### src/rtl/one_shot_timer_table_defines.svh
// Assertion macros used by the timer table sequencer.
`ifndef ONE_SHOT_TIMER_TABLE_DEFINES_SVH
`define ONE_SHOT_TIMER_TABLE_DEFINES_SVH

// Check that a condition implies another in the same cycle.
`define OSTT_ASSERT_NOW(lbl, ante, cons, msg) \
  lbl: assert property (@(posedge clk) disable iff (rst) (ante) |-> (cons)) else $error(msg);

// Check that a condition implies another in the next cycle.
`define OSTT_ASSERT_NEXT(lbl, ante, cons, msg) \
  lbl: assert property (@(posedge clk) disable iff (rst) (ante) |=> (cons)) else $error(msg);

`endif

### src/rtl/ostt_pkg.sv
// Shared types and constants of the one-shot timer table.
`timescale 1ns / 1ps
`default_nettype none

package ostt_pkg;

  // Table geometry
  localparam int EVENTS     = 64;
  localparam int DELAY_BITS = 32;
  localparam int IDX_W      = $clog2(EVENTS);

  // Port field widths
  localparam int CMD_W    = 2;
  localparam int ID_W     = 6;
  localparam int DLY_IN_W = 32;
  localparam int KIND_W   = 2;
  localparam int PERIOD_W = 32;
  localparam int CFG_IDX_W = 1;

  // Command codes
  localparam logic [CMD_W-1:0] CMD_TICK  = 2'd0;
  localparam logic [CMD_W-1:0] CMD_SET   = 2'd1;
  localparam logic [CMD_W-1:0] CMD_FLUSH = 2'd2;

  // Result kinds
  localparam logic [KIND_W-1:0] KIND_ACCEPT = 2'd0;
  localparam logic [KIND_W-1:0] KIND_REJECT = 2'd1;
  localparam logic [KIND_W-1:0] KIND_EXPIRE = 2'd2;
  localparam logic [KIND_W-1:0] KIND_FLUSH  = 2'd3;

  // Configuration register indexes
  localparam logic [CFG_IDX_W-1:0] REG_TICK_PERIOD    = 1'd0;
  localparam logic [CFG_IDX_W-1:0] REG_TIMERS_ENABLED = 1'd1;

  // Configuration seen by the sequencer
  typedef struct packed {
    logic [PERIOD_W-1:0] tick_period;
    logic                enabled;
  } cfg_t;

endpackage

`default_nettype wire

### src/rtl/ostt_ram.sv
// Generic single-write, single-read synchronous RAM with registered read data.
`timescale 1ns / 1ps
`default_nettype none

module ostt_ram #(
  parameter int DEPTH = 64,
  parameter int WIDTH = 32,
  parameter int AW    = $clog2(DEPTH)
) (
  input  logic             clk,
  input  logic             we,
  input  logic [AW-1:0]    waddr,
  input  logic [WIDTH-1:0] wdata,
  input  logic             re,
  input  logic [AW-1:0]    raddr,
  output logic [WIDTH-1:0] rdata
);

  logic [WIDTH-1:0] mem [DEPTH];

  // Write port
  always_ff @(posedge clk) begin
    if (we) begin
      mem[waddr] <= wdata;
    end
  end

  // Read port; hold the last word when idle
  always_ff @(posedge clk) begin
    if (re) begin
      rdata <= mem[raddr];
    end
  end

endmodule

`default_nettype wire

### src/rtl/ostt_ctrl.sv
// Sequencer of the timer table: set handling, tick and flush sweeps, result register.
`timescale 1ns / 1ps
`default_nettype none
`include "one_shot_timer_table_defines.svh"

module ostt_ctrl (
  input  logic                            clk,
  input  logic                            rst,
  input  ostt_pkg::cfg_t                  cfg,
  input  logic                            cmd_valid,
  output logic                            cmd_stall,
  input  logic [ostt_pkg::CMD_W-1:0]      cmd,
  input  logic [ostt_pkg::ID_W-1:0]       event_id,
  input  logic [ostt_pkg::DLY_IN_W-1:0]   delay,
  output logic                            res_valid,
  input  logic                            res_stall,
  output logic [ostt_pkg::KIND_W-1:0]     kind,
  output logic [ostt_pkg::ID_W-1:0]       result_id,
  output logic                            is_new,
  output logic                            last,
  output logic                            ram_we,
  output logic [ostt_pkg::IDX_W-1:0]      ram_waddr,
  output logic [ostt_pkg::DELAY_BITS-1:0] ram_wdata,
  output logic                            ram_re,
  output logic [ostt_pkg::IDX_W-1:0]      ram_raddr,
  input  logic [ostt_pkg::DELAY_BITS-1:0] ram_rdata
);

  import ostt_pkg::*;

  typedef enum logic [3:0] {
    S_IDLE = 4'b0001,
    S_SET  = 4'b0010,
    S_SCAN = 4'b0100,
    S_FIN  = 4'b1000
  } state_t;

  localparam logic [IDX_W:0] SCAN_END = (IDX_W+1)'(EVENTS);

  state_t              state;
  logic                op_flush;
  logic [ID_W-1:0]     sid;
  logic                sid_ok;
  logic [DELAY_BITS-1:0] sdelay;
  logic [IDX_W:0]      ridx;
  logic [IDX_W-1:0]    pidx;
  logic                pv;
  logic [EVENTS-1:0]   armed;
  logic                hold_valid;
  logic [IDX_W-1:0]    hold_id;

  logic                accept;
  logic                out_can_load;
  logic [IDX_W-1:0]    sidx;
  logic                s_armed;
  logic                p_armed;
  logic                expire;
  logic                need_emit;
  logic                proceed;
  logic                at_end;

  logic                push;
  logic [KIND_W-1:0]   push_kind;
  logic [ID_W-1:0]     push_id;
  logic                push_new;
  logic                push_last;

  logic                arm_we;
  logic [IDX_W-1:0]    arm_idx;
  logic                arm_val;

  // Handshake and shared decode
  assign cmd_stall    = (state != S_IDLE);
  assign accept       = cmd_valid && !cmd_stall;
  assign out_can_load = !res_valid || !res_stall;
  assign sidx         = IDX_W'(sid);
  assign s_armed      = armed[sidx];
  assign p_armed      = armed[pidx];
  assign expire       = 64'(ram_rdata) <= 64'(cfg.tick_period);
  assign need_emit    = (state == S_SCAN) && pv && p_armed && (op_flush || expire);
  assign proceed      = !(need_emit && hold_valid && !out_can_load);
  assign at_end       = (ridx == SCAN_END);

  // Decide memory traffic, armed-bit updates and result pushes
  always_comb begin
    ram_we    = 1'b0;
    ram_waddr = sidx;
    ram_wdata = sdelay;
    ram_re    = 1'b0;
    ram_raddr = IDX_W'(event_id);
    arm_we    = 1'b0;
    arm_idx   = sidx;
    arm_val   = 1'b0;
    push      = 1'b0;
    push_kind = KIND_REJECT;
    push_id   = sid;
    push_new  = 1'b0;
    push_last = 1'b1;
    case (state)
      S_IDLE: begin
        // fetch the addressed slot for a set
        ram_re = accept && (cmd == CMD_SET);
      end
      S_SET: begin
        if (out_can_load) begin
          push = 1'b1;
          if (cfg.enabled && sid_ok) begin
            if (!s_armed) begin
              if (sdelay != '0) begin
                ram_we    = 1'b1;
                arm_we    = 1'b1;
                arm_val   = 1'b1;
                push_kind = KIND_ACCEPT;
                push_new  = 1'b1;
              end
            end else begin
              push_kind = KIND_ACCEPT;
              if (sdelay == '0) begin
                arm_we = 1'b1;
              end else if (ram_rdata < sdelay) begin
                ram_we = 1'b1;
              end
            end
          end
        end
      end
      S_SCAN: begin
        if (proceed) begin
          // retire or age the entry whose data is on the read port
          if (pv && p_armed) begin
            arm_idx = pidx;
            if (need_emit) begin
              arm_we = 1'b1;
            end else begin
              ram_we    = 1'b1;
              ram_waddr = pidx;
              ram_wdata = ram_rdata - DELAY_BITS'(cfg.tick_period);
            end
          end
          // pass the held result on once a later one is known
          if (need_emit && hold_valid) begin
            push      = 1'b1;
            push_kind = op_flush ? KIND_FLUSH : KIND_EXPIRE;
            push_id   = ID_W'(hold_id);
            push_last = 1'b0;
          end
          if (!at_end) begin
            ram_re    = 1'b1;
            ram_raddr = ridx[IDX_W-1:0];
          end
        end
      end
      S_FIN: begin
        if (hold_valid && out_can_load) begin
          push      = 1'b1;
          push_kind = op_flush ? KIND_FLUSH : KIND_EXPIRE;
          push_id   = ID_W'(hold_id);
        end
      end
      default: begin
      end
    endcase
  end

  // Sequencer state and sweep pointers
  always_ff @(posedge clk) begin
    if (rst) begin
      state      <= S_IDLE;
      pv         <= 1'b0;
      hold_valid <= 1'b0;
      ridx       <= '0;
    end else begin
      case (state)
        S_IDLE: begin
          if (accept) begin
            if (cmd == CMD_SET) begin
              state <= S_SET;
            end else if ((cmd == CMD_FLUSH) || ((cmd == CMD_TICK) && cfg.enabled)) begin
              state      <= S_SCAN;
              ridx       <= '0;
              pv         <= 1'b0;
              hold_valid <= 1'b0;
            end
          end
        end
        S_SET: begin
          if (out_can_load) begin
            state <= S_IDLE;
          end
        end
        S_SCAN: begin
          if (proceed) begin
            if (need_emit) begin
              hold_valid <= 1'b1;
            end
            if (!at_end) begin
              pv   <= 1'b1;
              ridx <= ridx + 1'b1;
            end else begin
              pv <= 1'b0;
              if (!pv) begin
                state <= S_FIN;
              end
            end
          end
        end
        S_FIN: begin
          if (!hold_valid || out_can_load) begin
            hold_valid <= 1'b0;
            state      <= S_IDLE;
          end
        end
        default: begin
          state <= S_IDLE;
        end
      endcase
    end
  end

  // Latch command operands and the held result id
  always_ff @(posedge clk) begin
    if (accept) begin
      op_flush <= (cmd == CMD_FLUSH);
      sid      <= event_id;
      sid_ok   <= (32'(event_id) < 32'(EVENTS));
      sdelay   <= DELAY_BITS'(delay);
    end
    if ((state == S_SCAN) && proceed) begin
      if (!at_end) begin
        pidx <= ridx[IDX_W-1:0];
      end
      if (need_emit) begin
        hold_id <= pidx;
      end
    end
  end

  // Armed bits, cleared together at reset
  always_ff @(posedge clk) begin
    if (rst) begin
      armed <= '0;
    end else if (arm_we) begin
      armed[arm_idx] <= arm_val;
    end
  end

  // Result register
  always_ff @(posedge clk) begin
    if (rst) begin
      res_valid <= 1'b0;
    end else if (push) begin
      res_valid <= 1'b1;
    end else if (!res_stall) begin
      res_valid <= 1'b0;
    end
  end

  always_ff @(posedge clk) begin
    if (push) begin
      kind      <= push_kind;
      result_id <= push_id;
      is_new    <= push_new;
      last      <= push_last;
    end
  end

  `OSTT_ASSERT_NOW(a_no_addr_clash, ram_we && ram_re, ram_waddr != ram_raddr, "read and write hit the same slot")
  `OSTT_ASSERT_NOW(a_pipe_index, pv, ((IDX_W+1)'(pidx) + 1'b1) == ridx, "sweep pointers out of step")
  `OSTT_ASSERT_NOW(a_hold_in_sweep, hold_valid, (state == S_SCAN) || (state == S_FIN), "held result outside sweep")
  `OSTT_ASSERT_NEXT(a_set_done, (state == S_SET) && out_can_load, state == S_IDLE, "set did not finish")
  `OSTT_ASSERT_NOW(a_new_is_accept, res_valid && is_new, kind == KIND_ACCEPT, "new flag on a non-accept result")

endmodule

`default_nettype wire

### src/rtl/one_shot_timer_table.sv
// Top level of the one-shot timer table: configuration registers and table instances.
//
// Command channel (cmd_valid / cmd_stall) carries cmd, event_id and delay; a word is
// taken at an edge with cmd_valid high and cmd_stall low. Result channel (res_valid /
// res_stall) carries kind, result_id, is_new and last; last marks the final result of
// a command. Configuration writes (cfg_valid / cfg_ready, cfg_index, cfg_data) are
// always ready and must only be issued while the block is idle.
// A set returns exactly one result, loaded from the S_SET state once the result register
// is free, and frees the command channel as it loads that result.
// A tick or a flush sweeps the timer memory one slot per cycle, except while a pending
// result waits on res_stall, through its single read port and holds the command channel
// for the whole sweep; a disabled tick or the unused command code gives no result.
// One command is worked on at a time; cmd_stall stays high until its last result has
// been loaded into the result register.
// Reset clears every armed bit at once, sets tick_period to 1 and disables the
// service; the delay memory needs no clearing pass. While res_stall is high the
// result register holds, one further result is held inside, and the sweep pauses at the next result to emit.
`timescale 1ns / 1ps
`default_nettype none

module one_shot_timer_table (
  input  logic                             clk,
  input  logic                             rst,
  input  logic                             cfg_valid,
  output logic                             cfg_ready,
  input  logic [ostt_pkg::CFG_IDX_W-1:0]   cfg_index,
  input  logic [ostt_pkg::PERIOD_W-1:0]    cfg_data,
  input  logic                             cmd_valid,
  output logic                             cmd_stall,
  input  logic [ostt_pkg::CMD_W-1:0]       cmd,
  input  logic [ostt_pkg::ID_W-1:0]        event_id,
  input  logic [ostt_pkg::DLY_IN_W-1:0]    delay,
  output logic                             res_valid,
  input  logic                             res_stall,
  output logic [ostt_pkg::KIND_W-1:0]      kind,
  output logic [ostt_pkg::ID_W-1:0]        result_id,
  output logic                             is_new,
  output logic                             last
);

  import ostt_pkg::*;

  logic [PERIOD_W-1:0]   tick_period;
  logic                  timers_enabled;
  cfg_t                  cfg;

  logic                  ram_we;
  logic [IDX_W-1:0]      ram_waddr;
  logic [DELAY_BITS-1:0] ram_wdata;
  logic                  ram_re;
  logic [IDX_W-1:0]      ram_raddr;
  logic [DELAY_BITS-1:0] ram_rdata;

  // Configuration registers
  assign cfg_ready = 1'b1;

  always_ff @(posedge clk) begin
    if (rst) begin
      tick_period    <= PERIOD_W'(1);
      timers_enabled <= 1'b0;
    end else if (cfg_valid && cfg_ready) begin
      case (cfg_index)
        REG_TICK_PERIOD: begin
          tick_period <= cfg_data;
        end
        REG_TIMERS_ENABLED: begin
          timers_enabled <= cfg_data[0];
        end
        default: begin
        end
      endcase
    end
  end

  assign cfg.tick_period = tick_period;
  assign cfg.enabled     = timers_enabled;

  // Sequencer
  ostt_ctrl u_ctrl (
    .clk       (clk),
    .rst       (rst),
    .cfg       (cfg),
    .cmd_valid (cmd_valid),
    .cmd_stall (cmd_stall),
    .cmd       (cmd),
    .event_id  (event_id),
    .delay     (delay),
    .res_valid (res_valid),
    .res_stall (res_stall),
    .kind      (kind),
    .result_id (result_id),
    .is_new    (is_new),
    .last      (last),
    .ram_we    (ram_we),
    .ram_waddr (ram_waddr),
    .ram_wdata (ram_wdata),
    .ram_re    (ram_re),
    .ram_raddr (ram_raddr),
    .ram_rdata (ram_rdata)
  );

  // Remaining-time memory
  ostt_ram #(
    .DEPTH (EVENTS),
    .WIDTH (DELAY_BITS)
  ) u_ram (
    .clk   (clk),
    .we    (ram_we),
    .waddr (ram_waddr),
    .wdata (ram_wdata),
    .re    (ram_re),
    .raddr (ram_raddr),
    .rdata (ram_rdata)
  );

endmodule

`default_nettype wire

### config.mk
export PLATFORM = sky130hd
export DESIGN_NAME = one_shot_timer_table
export DESIGN_NICKNAME = d
export VERILOG_FILES = /design/src/rtl/ostt_pkg.sv /design/src/rtl/ostt_ram.sv /design/src/rtl/ostt_ctrl.sv /design/src/rtl/one_shot_timer_table.sv
export VERILOG_INCLUDE_DIRS = /design/src /design/src/rtl
export SDC_FILE = /design/constraint.sdc
export NUM_CORES = 2
export LEC_CHECK = 0
export BUFFER_PORTS_ARGS = -buffer_cell sky130_fd_sc_hd__buf_2
export CORE_MARGIN = 10
export CORE_UTILIZATION = 35
export CTS_CLUSTER_SIZE = 8
export DETAILED_ROUTE_END_ITERATION = 12
export PLACE_DENSITY_LB_ADDON = 0.25
export SYNTH_ARGS = -nofsm -noshare
export SYNTH_HDL_FRONTEND = slang
export SYNTH_HIERARCHICAL = 1
export SYNTH_SLANG_ARGS = --single-unit
### constraint.sdc
create_clock -name clk -period 7.45 [get_ports clk]
set_input_delay 1.49 -clock clk [delete_from_list [all_inputs] [get_ports clk]]
set_output_delay 1.49 -clock clk [all_outputs]
set_load 0.02 [all_outputs]
==> impl_metrics.csv <==
group,metric,value,unit
floorplanning,core.rowCount,187,
hold_path,hold_class,"flip-flop to flip-flop",
critical_path,path_class,"flip-flop to flip-flop",
floorplanning,start_util,0.352,
sta,final.period_utilization,0.938,
drt,ant_nets,0,
sta,hold_viol,0,
critical_path,required,8.02,ns
critical_path,path_delay_family,"multiplexers",
floorplanning,io_pins,91,
floorplanning,die_area,282000,sq um
critical_path,arrival,7.55,ns
critical_path,path_cells,"buf_4 -> mux4_2 -> mux4_2 -> o221ai_1 -> o31ai_2 -> inv_2 -> nor3_2 -> or2_1 -> mux2_8 -> buf_12 -> buf_4 -> mux4_2 -> mux2i_1 -> mux2i_1 -> a21oi_1 -> a311oi_1",
final_layout,final.fill_count,22900,
placed_design,place_area,97400,sq um
yosys,ys_ff_latch,2252,
yosys,yosys.area.top_type,"edfxtp_1",
yosys,syn_area_per_cell,18.9,sq um
grt,gr-total-overflow,0,
clock_tree,cts_buffer_depth,4,
placed_design,io_buffers,89,
final_layout,mostFrequentLayoutCell,"edfxtp_1",
final_layout,final_cell_mix,"edfxtp_1 (2141), mux4_2 (485), clkbuf_16 (339)",
clock_tree,cts_tree,"done",
drt,dr.pass1.iters,5,
sta,skew,0.0587,ns
yosys,ys_async_sr_fraction,0,
drt,wl_per_cell,30.6,microns
yosys,synth-edff-count,2141,
clock_tree,cts_htree_levels,5,
flow_run,maxCapViolCount,0,
drt,drtIter0Drc,5557,
grt,grt_max_degree,96,
grt,grt_pass1_vias,49900,
power_and_ir_drop,peakVddDrop,0.254,mV
power_and_ir_drop,p_leak,0.0339,uW
critical_path,cpPeakStageDelay,1.07,ns
critical_path,rrSetupSlack,0.46,ns
sta,slew_headroom,0.131,
sta,setup_viol_count_final,0,
sta,fmax,0.143,GHz
sta,setup_tns,0,ns
critical_path,crit_top_cell,"mux4_2",
final_layout,area_delta_synth_final,16.3,%
clock_tree,insertion_delay,0.94,ns
critical_path,start_kind,"flip-flop",
drt,routed_wl,265000,microns
critical_path,crit_path_max_fanout,51,
final_layout,final_nets,5365,
sta,finalMaxSlewViolations,0,
yosys,ys_top_cells_by_area,"edfxtp_1 (70%), mux4_2 (12%), dfxtp_1 (2.4%)",
drt,vias,49600,
yosys,yosys_most_used_dff,"edfxtp_1",
drt,drc,0,
outcome,status,"completed",
yosys,synth.distinct_cells,85,
clock_tree,numCtsBuffers,332,
grt,grt_pass1_wl,375000,microns
critical_path,slowest_stage,"edfxtp_1",
power_and_ir_drop,p_per_area,272,nW/um^2
final_layout,drive_above_1_share,0.254,
clock_tree,cts_num_sinks,2252,
yosys,syn-num-nets,4986,
drt,via_per_inst,5.73,
placed_design,place_congestion,0.822,
placed_design,hpwl,160000,microns
floorplanning,die_y,531,microns
final_layout,postLayoutCellArea,106000,sq um
sta,tightest_slew,1.30,ns
critical_path,cp_num_buf_inv,4,
yosys,synth_area,91300,sq um
sta,finalCriticalPeriod,6.99,ns
grt,antenna_found_initial,16,
yosys,seq_area_frac_synth,0.728,
grt,grtUsageTotal,0.184,
clock_tree,path_clk_slew,0.06,ns
critical_path,crit_path_end_kind,"flip-flop",
clock_tree,cts-root-buf,"clkbuf_16",
floorplanning,die_w,531,microns
yosys,synth_top_area_frac,0.704,
floorplanning,core,260000,sq um
clock_tree,postCtsHoldBufs,0,
yosys,syn_inst,4840,
final_layout,antenna_cells,0,
yosys,ys_warn_count,6,
sta,rsz0062_at_grt,"no",
-- report_power, final --
part	total (uW)	internal, uW	switching, uW
combinational	1790	599	1200
sequential	14100	14000	53.5
clock	13100	8020	5030
total	28900	22600	6280
-- final timing paths --
check	startpoint	endpoint	cells past startpoint
setup / recovery	u_ctrl/pidx[1]$_DFFE_PP_	u_ram/rdata[21]$_DFFE_PP_	16
hold / removal	tick_period[2]$_SDFFE_PP0P_	tick_period[2]$_SDFFE_PP0P_	2
setup reg to reg	u_ctrl/pidx[1]$_DFFE_PP_	u_ram/rdata[21]$_DFFE_PP_	16
hold reg to reg	tick_period[2]$_SDFFE_PP0P_	tick_period[2]$_SDFFE_PP0P_	2
-- logic make-up after synthesis --
family          Yosys count  synth area share
flops                  2252             0.728
simple gates            761            0.0448
mux                     707             0.144
compound gates          667            0.0499
buf+inv                 360            0.0210
fa+ha+maj                68           0.00940
xor+xnor                 24           0.00230
other cells               1         0.0000411
-- cell type report --
cell class,instances,area (sq um),share of cell area
multi-input combinational,2228,23900,0.225
inverter,86,323,0.00304
timing repair buffer,319,2550,0.0240
tap,3402,4260,0.0401
clock buffer,366,8590,0.0809
clock inverter,9,110,0.00104
sequential,2252,66500,0.626
-- what timing repair did --
action,in CTS,in global routing
setup endpoints to repair,0,1
setup buffers,0,1
endpoints found under the hold margin,0,0
gates resized for setup,0,0
-- state kept, by name, summed over array words and instances (netlist names) --
name and cells:
u_ctrl/pidx 6, u_ctrl/op_flush 1, u_ctrl/is_new 1, u_ctrl/kind 2, tick_period 32, u_ctrl/result_id 6
u_ctrl/res_valid 1, u_ctrl/armed 64, u_ctrl/pv 1, u_ctrl/hold_id 6, u_ctrl/ridx 7, timers_enabled 1
u_ctrl/last 1, u_ram/rdata 32, u_ctrl/sid 6, u_ctrl/sdelay 32, u_ctrl/hold_valid 1, u_ctrl/state 4
u_ram/mem 2048
-- layer usage --
metal	global-route usage	wire, microns
met1	0.257	113000
met2	0.301	128000
met3	0.0307	18600
met4	0.0430	5580
met5	0	50
-- tightest hold or removal path, delay by kind of cell, from the launching register on --
| kind | cells | cell delay, ns |
|---|---|---|
| flip-flops | 1 | 0.31 |
| AND/OR/NAND/NOR | 1 | 0.06 |
| AO/OA/AOI/OAI | 1 | 0.05 |
-- cells in the mapped netlist, types with 44 or more instances --
cell type     n
mux4_2      485
nand3_1      99
a21oi_1     113
o22ai_1      44
nand2_1     116
ha_1         67
edfxtp_1   2141
a22oi_1     128
mux2i_1     205
buf_2        63
nand2b_1     94
nor3_1       60
clkbuf_1    126
nor2_1      186
o31ai_1      44
inv_1        84
o21ai_0      80
dfxtp_1     111
nor2b_1      48
-- stage by stage --
step / hold slack, ns / util / power, uW / setup slack, ns / cells
after floorplan: 0.421 / - / 15400 / 1.66 / 4840
after global placement: 0.454 / 0.375 / 16100 / 0.171 / 8284
after detailed placement: 0.460 / 0.375 / 16100 / 0.0813 / 8284
after CTS: 0.470 / 0.409 / 29200 / 0.0325 / 8659
after global routing: 0.483 / 0.409 / 29800 / 0.154 / 8662
final: 0.469 / 0.409 / 28900 / 0.463 / 8662
Power figures use the tool's default switching activity.
